File: src/hdl/mmpid_pkg.sv
// Shared types, widths, codes and the per-mode multiply schedule of the PID controller.
package mmpid_pkg;

  // Fixed-point format of the gains
  localparam int FRAC_BITS = 8;

  // Datapath widths
  localparam int DATA_W = 16;                 // setpoint, gains, samples, drive
  localparam int LIM_W  = 15;                 // drive limit
  localparam int FUNC_W = 3;
  localparam int ERR_W  = DATA_W + 1;         // error
  localparam int DERR_W = ERR_W + 1;          // first difference
  localparam int D2_W   = ERR_W + 2;          // second difference
  localparam int MA_W   = DATA_W + 1;         // multiplier A operand (negated gain or error)
  localparam int MB_W   = 2 * ERR_W - FRAC_BITS; // multiplier B operand, wide enough for sq
  localparam int PROD_W = MA_W + MB_W;
  localparam int ACC_W  = PROD_W + 1;
  localparam int TR_W   = ACC_W - FRAC_BITS;
  localparam int SUM_W  = TR_W + 1;
  localparam int IN_W   = 40;                 // input word, padded to whole bytes
  localparam int IDX_W  = 3;

  // Control laws
  localparam logic [FUNC_W-1:0] FUNC_PD        = 3'd0;
  localparam logic [FUNC_W-1:0] FUNC_PD_SPEED  = 3'd1;
  localparam logic [FUNC_W-1:0] FUNC_INC_PID   = 3'd2;
  localparam logic [FUNC_W-1:0] FUNC_INC_ACCEL = 3'd3;
  localparam logic [FUNC_W-1:0] FUNC_PD_GYRO   = 3'd4;

  // Register indexes
  localparam logic [IDX_W-1:0] REG_SETPOINT    = 3'd0;
  localparam logic [IDX_W-1:0] REG_GAIN_P      = 3'd1;
  localparam logic [IDX_W-1:0] REG_GAIN_I      = 3'd2;
  localparam logic [IDX_W-1:0] REG_GAIN_D      = 3'd3;
  localparam logic [IDX_W-1:0] REG_GAIN_SQUARE = 3'd4;
  localparam logic [IDX_W-1:0] REG_GAIN_RATE   = 3'd5;
  localparam logic [IDX_W-1:0] REG_LIMIT       = 3'd6;

  // Multiplier A operand selects
  localparam logic [2:0] A_GP   = 3'd0;
  localparam logic [2:0] A_GI   = 3'd1;
  localparam logic [2:0] A_GD   = 3'd2;
  localparam logic [2:0] A_GSQ  = 3'd3;
  localparam logic [2:0] A_GR   = 3'd4;
  localparam logic [2:0] A_ERR  = 3'd5;

  // Multiplier B operand selects
  localparam logic [2:0] B_ERR  = 3'd0;
  localparam logic [2:0] B_DERR = 3'd1;
  localparam logic [2:0] B_D2   = 3'd2;
  localparam logic [2:0] B_AUX  = 3'd3;
  localparam logic [2:0] B_SQ   = 3'd4;
  localparam logic [2:0] B_ABS  = 3'd5;

  // What happens to a product once it is registered
  localparam logic [1:0] K_NONE = 2'd0;
  localparam logic [1:0] K_ACC  = 2'd1;
  localparam logic [1:0] K_SQ   = 2'd2;

  typedef struct packed {
    logic [1:0] kind;
    logic [2:0] a_sel;
    logic [2:0] b_sel;
    logic       neg;
    logic       last;
  } op_t;

  typedef struct packed {
    logic load;
    op_t  issue;
    logic trunc;
    logic commit;
  } dp_cmd_t;

  typedef struct packed {
    logic [FUNC_W-1:0] func;
    logic              out_busy;
  } dp_status_t;

  function automatic op_t mk_op(logic [1:0] kind, logic [2:0] a_sel, logic [2:0] b_sel,
                                logic neg, logic last);
    op_t o;
    o.kind  = kind;
    o.a_sel = a_sel;
    o.b_sel = b_sel;
    o.neg   = neg;
    o.last  = last;
    return o;
  endfunction

  // Multiply schedule per mode; the sq step comes first, so sq is stored before its use
  function automatic op_t op_lookup(logic [FUNC_W-1:0] func, logic [2:0] step);
    op_t o;
    o = mk_op(K_NONE, A_GP, B_ERR, 1'b0, 1'b1);
    unique case (func)
      FUNC_PD: begin
        unique case (step)
          3'd0:    o = mk_op(K_ACC, A_GP, B_ERR,  1'b0, 1'b0);
          default: o = mk_op(K_ACC, A_GD, B_DERR, 1'b1, 1'b1);
        endcase
      end
      FUNC_PD_SPEED: begin
        unique case (step)
          3'd0:    o = mk_op(K_SQ,  A_ERR, B_ABS, 1'b0, 1'b0);
          3'd1:    o = mk_op(K_ACC, A_GP,  B_ERR, 1'b0, 1'b0);
          3'd2:    o = mk_op(K_ACC, A_GD,  B_AUX, 1'b1, 1'b0);
          default: o = mk_op(K_ACC, A_GSQ, B_SQ,  1'b0, 1'b1);
        endcase
      end
      FUNC_INC_PID: begin
        unique case (step)
          3'd0:    o = mk_op(K_ACC, A_GP, B_DERR, 1'b0, 1'b0);
          3'd1:    o = mk_op(K_ACC, A_GI, B_ERR,  1'b0, 1'b0);
          default: o = mk_op(K_ACC, A_GD, B_D2,   1'b0, 1'b1);
        endcase
      end
      FUNC_INC_ACCEL: begin
        unique case (step)
          3'd0:    o = mk_op(K_ACC, A_GP, B_DERR, 1'b0, 1'b0);
          3'd1:    o = mk_op(K_ACC, A_GI, B_ERR,  1'b0, 1'b0);
          default: o = mk_op(K_ACC, A_GD, B_AUX,  1'b0, 1'b1);
        endcase
      end
      FUNC_PD_GYRO: begin
        unique case (step)
          3'd0:    o = mk_op(K_SQ,  A_ERR, B_ABS,  1'b0, 1'b0);
          3'd1:    o = mk_op(K_ACC, A_GP,  B_ERR,  1'b0, 1'b0);
          3'd2:    o = mk_op(K_ACC, A_GR,  B_AUX,  1'b1, 1'b0);
          3'd3:    o = mk_op(K_ACC, A_GD,  B_DERR, 1'b0, 1'b0);
          default: o = mk_op(K_ACC, A_GSQ, B_SQ,   1'b0, 1'b1);
        endcase
      end
      default: o = mk_op(K_NONE, A_GP, B_ERR, 1'b0, 1'b1);
    endcase
    return o;
  endfunction

endpackage

File: src/hdl/mmpid_ctrl.sv
// Sequencer of the PID controller: walks the multiply schedule and hands off the result.
module mmpid_ctrl (
  input  logic                 clk,
  input  logic                 rst,
  input  logic                 s_tvalid,
  output logic                 s_tready,
  input  mmpid_pkg::dp_status_t status,
  output mmpid_pkg::dp_cmd_t   cmd
);
  import mmpid_pkg::*;

  localparam logic [2:0] ST_IDLE  = 3'd0;
  localparam logic [2:0] ST_RUN   = 3'd1;
  localparam logic [2:0] ST_DRAIN = 3'd2;
  localparam logic [2:0] ST_TRUNC = 3'd3;
  localparam logic [2:0] ST_CLAMP = 3'd4;

  logic [2:0] state, state_next;
  logic [2:0] step, step_next;
  op_t        op;

  assign op = op_lookup(status.func, step);
  assign s_tready = (state == ST_IDLE);

  // Decode state into datapath commands
  always_comb begin
    state_next = state;
    step_next  = step;
    cmd.load   = 1'b0;
    cmd.issue  = mk_op(K_NONE, A_GP, B_ERR, 1'b0, 1'b0);
    cmd.trunc  = 1'b0;
    cmd.commit = 1'b0;
    unique case (state)
      ST_IDLE: begin
        if (s_tvalid) begin
          cmd.load   = 1'b1;
          step_next  = '0;
          state_next = ST_RUN;
        end
      end
      ST_RUN: begin
        cmd.issue = op;
        if (op.last) begin
          state_next = ST_DRAIN;
        end else begin
          step_next = step + 3'd1;
        end
      end
      ST_DRAIN: state_next = ST_TRUNC;
      ST_TRUNC: begin
        cmd.trunc  = 1'b1;
        state_next = ST_CLAMP;
      end
      ST_CLAMP: begin
        // hold until the output register has room
        if (!status.out_busy) begin
          cmd.commit = 1'b1;
          state_next = ST_IDLE;
        end
      end
      default: state_next = ST_IDLE;
    endcase
  end

  always_ff @(posedge clk) begin
    if (rst) begin
      state <= ST_IDLE;
      step  <= '0;
    end else begin
      state <= state_next;
      step  <= step_next;
    end
  end

endmodule

File: src/hdl/mmpid_dp.sv
// Datapath of the PID controller: registers, error terms, shared multiplier, clamp and output.
module mmpid_dp (
  input  logic                        clk,
  input  logic                        rst,
  input  logic                        cfg_we,
  input  logic [mmpid_pkg::IDX_W-1:0] cfg_index,
  input  logic [mmpid_pkg::DATA_W-1:0] cfg_data,
  input  logic [mmpid_pkg::IN_W-1:0]  s_tdata,
  output logic                        m_tvalid,
  input  logic                        m_tready,
  output logic [mmpid_pkg::DATA_W-1:0] m_tdata,
  input  mmpid_pkg::dp_cmd_t          cmd,
  output mmpid_pkg::dp_status_t       status
);
  import mmpid_pkg::*;

  // Configuration
  logic signed [DATA_W-1:0] setpoint, gain_p, gain_i, gain_d, gain_square, gain_rate;
  logic        [LIM_W-1:0]  drive_limit;

  // Loop history
  logic signed [ERR_W-1:0]  prev_error, prev_prev_error;
  logic signed [DATA_W-1:0] prev_drive;

  // Per-sample operands
  logic [FUNC_W-1:0]        func;
  logic signed [ERR_W-1:0]  err;
  logic        [ERR_W-1:0]  abs_err;
  logic signed [DERR_W-1:0] derr;
  logic signed [D2_W-1:0]   d2;
  logic signed [DATA_W-1:0] aux;
  logic signed [MB_W-1:0]   sq;

  // Multiply / accumulate
  logic signed [MA_W-1:0]   a_raw, a_op;
  logic signed [MB_W-1:0]   b_op;
  logic signed [PROD_W-1:0] prod;
  logic [1:0]               prod_kind;
  logic signed [ACC_W-1:0]  acc;
  logic signed [SUM_W-1:0]  sum;
  logic signed [SUM_W-1:0]  lim_pos, clamped;
  logic                     incr;

  // Unpacked input word
  logic [FUNC_W-1:0]        in_func;
  logic signed [DATA_W-1:0] in_meas, in_aux;
  logic signed [ERR_W-1:0]  in_err;

  assign in_func = s_tdata[FUNC_W-1:0];
  assign in_meas = s_tdata[FUNC_W +: DATA_W];
  assign in_aux  = s_tdata[FUNC_W+DATA_W +: DATA_W];
  assign in_err  = ERR_W'(setpoint) - ERR_W'(in_meas);

  assign incr = (func inside {FUNC_INC_PID, FUNC_INC_ACCEL});

  assign status.func     = func;
  assign status.out_busy = m_tvalid && !m_tready;

  // Write configuration registers
  always_ff @(posedge clk) begin
    if (rst) begin
      setpoint    <= '0;
      gain_p      <= '0;
      gain_i      <= '0;
      gain_d      <= '0;
      gain_square <= '0;
      gain_rate   <= '0;
      drive_limit <= '0;
    end else if (cfg_we) begin
      unique case (cfg_index)
        REG_SETPOINT:    setpoint    <= cfg_data;
        REG_GAIN_P:      gain_p      <= cfg_data;
        REG_GAIN_I:      gain_i      <= cfg_data;
        REG_GAIN_D:      gain_d      <= cfg_data;
        REG_GAIN_SQUARE: gain_square <= cfg_data;
        REG_GAIN_RATE:   gain_rate   <= cfg_data;
        REG_LIMIT:       drive_limit <= cfg_data[LIM_W-1:0];
        default: ;
      endcase
    end
  end

  // Capture the sample and form the error terms
  always_ff @(posedge clk) begin
    if (cmd.load) begin
      func    <= in_func;
      aux     <= in_aux;
      err     <= in_err;
      abs_err <= in_err[ERR_W-1] ? ERR_W'(-in_err) : ERR_W'(in_err);
      derr    <= DERR_W'(in_err) - DERR_W'(prev_error);
      d2      <= D2_W'(in_err) - (D2_W'(prev_error) <<< 1) + D2_W'(prev_prev_error);
    end
  end

  // Select multiplier operands
  always_comb begin
    unique case (cmd.issue.a_sel)
      A_GP:    a_raw = MA_W'(gain_p);
      A_GI:    a_raw = MA_W'(gain_i);
      A_GD:    a_raw = MA_W'(gain_d);
      A_GSQ:   a_raw = MA_W'(gain_square);
      A_GR:    a_raw = MA_W'(gain_rate);
      A_ERR:   a_raw = MA_W'(err);
      default: a_raw = '0;
    endcase
    a_op = cmd.issue.neg ? -a_raw : a_raw;
    unique case (cmd.issue.b_sel)
      B_ERR:   b_op = MB_W'(err);
      B_DERR:  b_op = MB_W'(derr);
      B_D2:    b_op = MB_W'(d2);
      B_AUX:   b_op = MB_W'(aux);
      B_SQ:    b_op = sq;
      B_ABS:   b_op = MB_W'($signed({1'b0, abs_err}));
      default: b_op = '0;
    endcase
  end

  // Multiply into prod, then accumulate the registered product or store it as sq
  always_ff @(posedge clk) begin
    prod <= a_op * b_op;
    if (cmd.load) begin
      acc <= '0;
    end else if (prod_kind == K_ACC) begin
      acc <= acc + ACC_W'(prod);
    end
    if (prod_kind == K_SQ) begin
      // shift right truncating toward zero
      sq <= MB_W'((prod + (prod[PROD_W-1] ? PROD_W'((1 << FRAC_BITS) - 1) : PROD_W'(0)))
                  >>> FRAC_BITS);
    end
  end

  always_ff @(posedge clk) begin
    if (rst || cmd.load) begin
      prod_kind <= K_NONE;
    end else begin
      prod_kind <= cmd.issue.kind;
    end
  end

  // Scale the sum and add the last drive in incremental modes
  always_ff @(posedge clk) begin
    if (cmd.trunc) begin
      sum <= SUM_W'(TR_W'((acc + (acc[ACC_W-1] ? ACC_W'((1 << FRAC_BITS) - 1) : ACC_W'(0)))
                          >>> FRAC_BITS))
           + (incr ? SUM_W'(prev_drive) : SUM_W'(0));
    end
  end

  // Clamp symmetrically to the limit
  always_comb begin
    lim_pos = SUM_W'($signed({1'b0, drive_limit}));
    if (sum > lim_pos) begin
      clamped = lim_pos;
    end else if (sum < -lim_pos) begin
      clamped = -lim_pos;
    end else begin
      clamped = sum;
    end
  end

  // Commit history and load the output register
  always_ff @(posedge clk) begin
    if (rst) begin
      prev_error      <= '0;
      prev_prev_error <= '0;
      prev_drive      <= '0;
    end else if (cmd.commit) begin
      unique case (func) inside
        FUNC_PD, FUNC_PD_SPEED, FUNC_PD_GYRO: prev_error <= err;
        FUNC_INC_PID, FUNC_INC_ACCEL: begin
          prev_prev_error <= prev_error;
          prev_error      <= err;
          prev_drive      <= DATA_W'(clamped);
        end
        default: ;
      endcase
    end
  end

  always_ff @(posedge clk) begin
    if (rst) begin
      m_tvalid <= 1'b0;
    end else if (cmd.commit) begin
      m_tvalid <= 1'b1;
    end else if (m_tready) begin
      m_tvalid <= 1'b0;
    end
  end

  always_ff @(posedge clk) begin
    if (cmd.commit) begin
      m_tdata <= DATA_W'(clamped);
    end
  end

endmodule

File: src/hdl/multi_mode_pid_controller_top.sv
// Top level of the multi-mode PID controller: sequencer plus datapath.
//
//  channel | dir | handshake         | payload
//  --------+-----+-------------------+-------------------------------------------
//  s_      | in  | s_tvalid/s_tready | s_tdata: func[2:0] measured[18:3] aux[34:19]
//  m_      | out | m_tvalid/m_tready | m_tdata: drive[15:0]
//  cfg_    | in  | cfg_we            | cfg_index, cfg_data (register write)
//
// A sample passes through load, one slot for each step of the mode's multiply
// schedule on the single shared 17x26 multiplier (1 to 5; an undefined mode runs
// one empty slot), drain, scale, clamp.
// One sample is in flight at a time; s_tready is high only when the block is idle.
// The output register holds a finished word; a new sample is taken while it waits,
// and that sample stalls at the clamp step until the word is taken.
// Reset (rst, synchronous) clears the configuration registers, loop history and m_tvalid.
module multi_mode_pid_controller_top (
  input  logic                          clk,
  input  logic                          rst,
  input  logic                          cfg_we,
  input  logic [mmpid_pkg::IDX_W-1:0]   cfg_index,
  input  logic [mmpid_pkg::DATA_W-1:0]  cfg_data,
  input  logic                          s_tvalid,
  output logic                          s_tready,
  input  logic [mmpid_pkg::IN_W-1:0]    s_tdata,   // func, measured, aux_sensor, zero pad
  output logic                          m_tvalid,
  input  logic                          m_tready,
  output logic [mmpid_pkg::DATA_W-1:0]  m_tdata    // drive
);
  import mmpid_pkg::*;

  dp_cmd_t    cmd;
  dp_status_t status;

  mmpid_ctrl u_ctrl (
    .clk      (clk),
    .rst      (rst),
    .s_tvalid (s_tvalid),
    .s_tready (s_tready),
    .status   (status),
    .cmd      (cmd)
  );

  mmpid_dp u_dp (
    .clk       (clk),
    .rst       (rst),
    .cfg_we    (cfg_we),
    .cfg_index (cfg_index),
    .cfg_data  (cfg_data),
    .s_tdata   (s_tdata),
    .m_tvalid  (m_tvalid),
    .m_tready  (m_tready),
    .m_tdata   (m_tdata),
    .cmd       (cmd),
    .status    (status)
  );

endmodule

File: config.mk
export PLATFORM = sky130hd
export DESIGN_NAME = multi_mode_pid_controller_top
export DESIGN_NICKNAME = d
export VERILOG_FILES = /design/src/hdl/mmpid_pkg.sv /design/src/hdl/mmpid_ctrl.sv /design/src/hdl/mmpid_dp.sv /design/src/hdl/multi_mode_pid_controller_top.sv
export SDC_FILE = /design/constraint.sdc
export NUM_CORES = 2
export LEC_CHECK = 0
export BUFFER_PORTS_ARGS = -buffer_cell sky130_fd_sc_hd__buf_4
export CORE_MARGIN = 3
export CORE_UTILIZATION = 35
export CTS_CLUSTER_DIAMETER = 150
export DETAILED_ROUTE_END_ITERATION = 7
export GPL_TIMING_DRIVEN = 0
export PLACE_DENSITY_LB_ADDON = 0.1
export RECOVER_POWER = 25
export SLEW_MARGIN = 30
export SYNTH_ARGS = -nofsm -noshare
export SYNTH_HDL_FRONTEND = slang
export SYNTH_SLANG_ARGS = --single-unit
File: constraint.sdc
create_clock -name clk -period 30.8 [get_ports clk]
set_input_delay 3.08 -clock clk [delete_from_list [all_inputs] [get_ports clk]]
set_output_delay 3.08 -clock clk [all_outputs]
set_load 0.05 [all_outputs]
==> impl_metrics.py <==
metrics = {
    "timing": {
        "worst_slew_pin_slew_ns": 1.95,
        "rsz0062_at_grt": "no",
        "finalHoldViolCount": 0,
        "setup_tns_ns": 0,
        "setup_violations": 0,
        "fmax_mhz": 78.5,
        "period_share_pct": 41.4,
        "period_needed_ns": 12.74,
        "slew_viol_final": 49,
        "slew-limit-headroom_pct": -30.6,
        "fin_skew_ns": 0.0464,
    },
    "synth": {
        "synth_area_mm2": 0.0413,
        "ys_seq_area_share_pct": 24.7,
        "synth_top_area_share_pct": 21.9,
        "synth_top_flop_cell": "dfxtp_1",
        "synthArstFlopShare_pct": 0,
        "synth_cell_type_count": 104,
        "synth.largest_area_cell": "fa_1",
        "yosys.cell_count.top_type": "nand2_1",
        "synth.avg_cell_area_um2": 8.81,
        "synth.area.top_cells": "fa_1, dfxtp_1, edfxtp_1, ha_1, nand2_1",
        "synth_edf_count": 168,
        "yosysWarnings": 0,
        "postSynthCellCount": 4691,
        "yosys-top-cells-count": "nand2_1, inv_1, fa_1",
        "syn-num-nets": 5514,
        "ys_ff_latch": 425,
    },
    "layout": {
        "drive_gt1_share_pct": 6.68,
        "final_util_pct": 39.6,
        "fillCellCount": 12000,
        "layout.nets": 5675,
        "area_growth_pct": 11.9,
    },
    "global_route": {
        "track_usage_pct": 22.2,
        "antenna_found_initial": 2,
        "grt_max_degree": 45,
        "grt_pass1_wl_um": 205000,
        "grt_pass1_vias": 33000,
        "overflow": 0,
    },
    "die": {
        "fp-row-count": 125,
        "dieArea_mm2": 0.122,
        "start_util_pct": 35.4,
        "fp.dieH_um": 350,
        "die_w_um": 350,
        "coreArea_mm2": 0.117,
        "num_io_pins": 82,
    },
    "clock_tree": {
        "clock_path_buffers": 3,
        "cts-root-buf": "clkbuf_16",
        "h-tree-depth": 2,
        "numCtsBuffers": 53,
        "postCtsSetupBuffers": 0,
        "postCtsResizedCells": 0,
        "clock_latency_ns": 0.64,
        "clk_pin_slew_ns": 0.06,
        "cts_tree": "done",
        "clkSinkCount": 425,
        "hold_buffers": 0,
    },
    "drt": {
        "routed_wl_um": 136000,
        "drc_errors": 0,
        "via_per_inst": 5.14,
        "wl_met1_um": 61200,
        "ant_nets": 0,
        "first_pass_iters": 8,
        "wire_per_inst_um": 21.1,
        "highest-signal-layer": "met4",
        "dr.first_iter.drc_count": 1998,
        "wl_met3_um": 5050,
        "vias": 33000,
        "dr_wl_met2_um": 65800,
    },
    "setup_path": {
        "worst_path_most_repeated_cell": "fa_1",
        "slowest_stage": "xnor2_2",
        "worstSetupEndpointType": "flop",
        "crit_path_start_kind": "flop",
        "path_class": "reg -> reg",
        "arrival_ns": 13.26,
        "timing.critical_path.buf_inv": 9,
        "slowest_delay_ns": 0.85,
        "crit_fanout": 10,
        "path_delay_family": "adder cells",
        "required_ns": 31.32,
    },
    "status": {
        "violations": "capacitance limit, slew limit",
        "status": "finished with violations",
    },
    "placed_design": {
        "port_buffers": 75,
        "gp_congestion": 0.916,
        "dp_hpwl_um": 110000,
    },
    "flow_run": {
        "cap_violations": 2,
    },
    "power_and_ir_drop": {
        "cellLeakagePower_uw": 0.0209,
        "power.density_mw_per_mm2": 46.3,
        "peakVddDrop_uv": 45.9,
    },
    "worst_hold_path": {
        "hp-class": "reg -> reg",
    },
}
-- worst paths after layout --
kind | startpoint | endpoint | slack (ns) | depth (start not counted)
max reg2reg | u_ctrl.step[0] | u_dp.prod[42] | 18.06 | 37
max | u_ctrl.step[0] | u_dp.prod[42] | 18.06 | 37
min reg2reg | u_dp.gain_d[0] | u_dp.gain_d[0] | 0.46 | 2
min | u_dp.gain_d[0] | u_dp.gain_d[0] | 0.46 | 2
-- per-layer routing --
metal,GRT usage (%),vias up
li1,-,15900
met1,29.8,16400
met2,38.3,614
met3,2.09,163
met4,5.47,0
met5,0,-
-- flip-flops by register name, indices dropped and copies added, names as in the netlist, 2 cells and up --
signal,count
u_dp.acc,44
u_dp.prev_prev_error,17
u_dp.d2,19
u_dp.gain_rate,16
u_dp.m_tdata,16
u_dp.abs_err,17
u_dp.prev_drive,16
u_dp.prev_error,17
u_dp.prod,43
u_dp.gain_square,16
u_ctrl.state,3
u_dp.drive_limit,15
u_dp.sq,26
u_dp.err,16
u_dp.derr,18
u_dp.gain_i,16
u_ctrl.step,3
u_dp.sum,37
u_dp.gain_p,16
u_dp.func,3
u_dp.prod_kind,2
u_dp.aux,16
u_dp.setpoint,16
u_dp.gain_d,16
-- report_power, final --
group	internal [uW]	switching [uW]
Combinational	269	477
Sequential	650	52.2
Clock	423	270
-- layout by cell type (no fill, tap or decap), types with 70 or more instances in the layout --
master and count:
o21ai_0 87, xnor2_1 164, nand3_1 70, a21oi_1 372, ha_1 307, and2_1 72, nand2_1 749, clkbuf_1 126
nor2_1 367, a21o_1 100, fa_1 451, inv_1 595, dfxtp_1 257, nor3_1 70, edfxtp_1 168
-- layout make-up --
| class | instances | area, um^2 | area share [%] |
|---|---|---|---|
| plain buffers | 172 | 724 | 1.57 |
| repair buffers | 106 | 787 | 1.70 |
| clock buffers | 68 | 1480 | 3.19 |
| inverters | 596 | 2240 | 4.84 |
| multi-input cells | 3498 | 28500 | 61.6 |
| flip-flops and latches | 425 | 10200 | 22.0 |
| clock inverters | 32 | 447 | 0.966 |
| well taps | 1524 | 1910 | 4.12 |
| diodes | 1 | 2.50 | 0.00541 |
-- metrics by stage --
| stage | cell area (um^2) | hold slack [ns] | std cells | setup slack, ns | total power [uW] |
|---|---|---|---|---|---|
| floorplan | 41300 | 0.432 | 4691 | 21.01 | 1200 |
| global placement | 43800 | 0.443 | 6290 | 17.08 | 1450 |
| detailed placement | 44400 | 0.446 | 6321 | 18.19 | 1470 |
| CTS | 46300 | 0.455 | 6421 | 18.06 | 2170 |
| global route | 46300 | 0.473 | 6421 | 17.58 | 2280 |
| finish | 46300 | 0.457 | 6422 | 18.06 | 2140 |
-- tightest hold or removal path: cells and delay by family, from the launching register on --
kind | cells | cell delay [ns]
compound gates | 1 | 0.05
flops | 1 | 0.31
simple gates | 1 | 0.05
-- kinds of logic after synthesis --
group	after synthesis	share of synthesized area [%]
AOI/OAI and AO/OA	859	13.5
xor gates and xnor gates	244	5.32
adders and majority gates	759	31.2
buffers and inverters	768	7.15
DFF	425	24.7
muxes	24	0.593
and+or+nand+nor	1612	17.6
No activity file was read; power rests on OpenSTA's default activity.
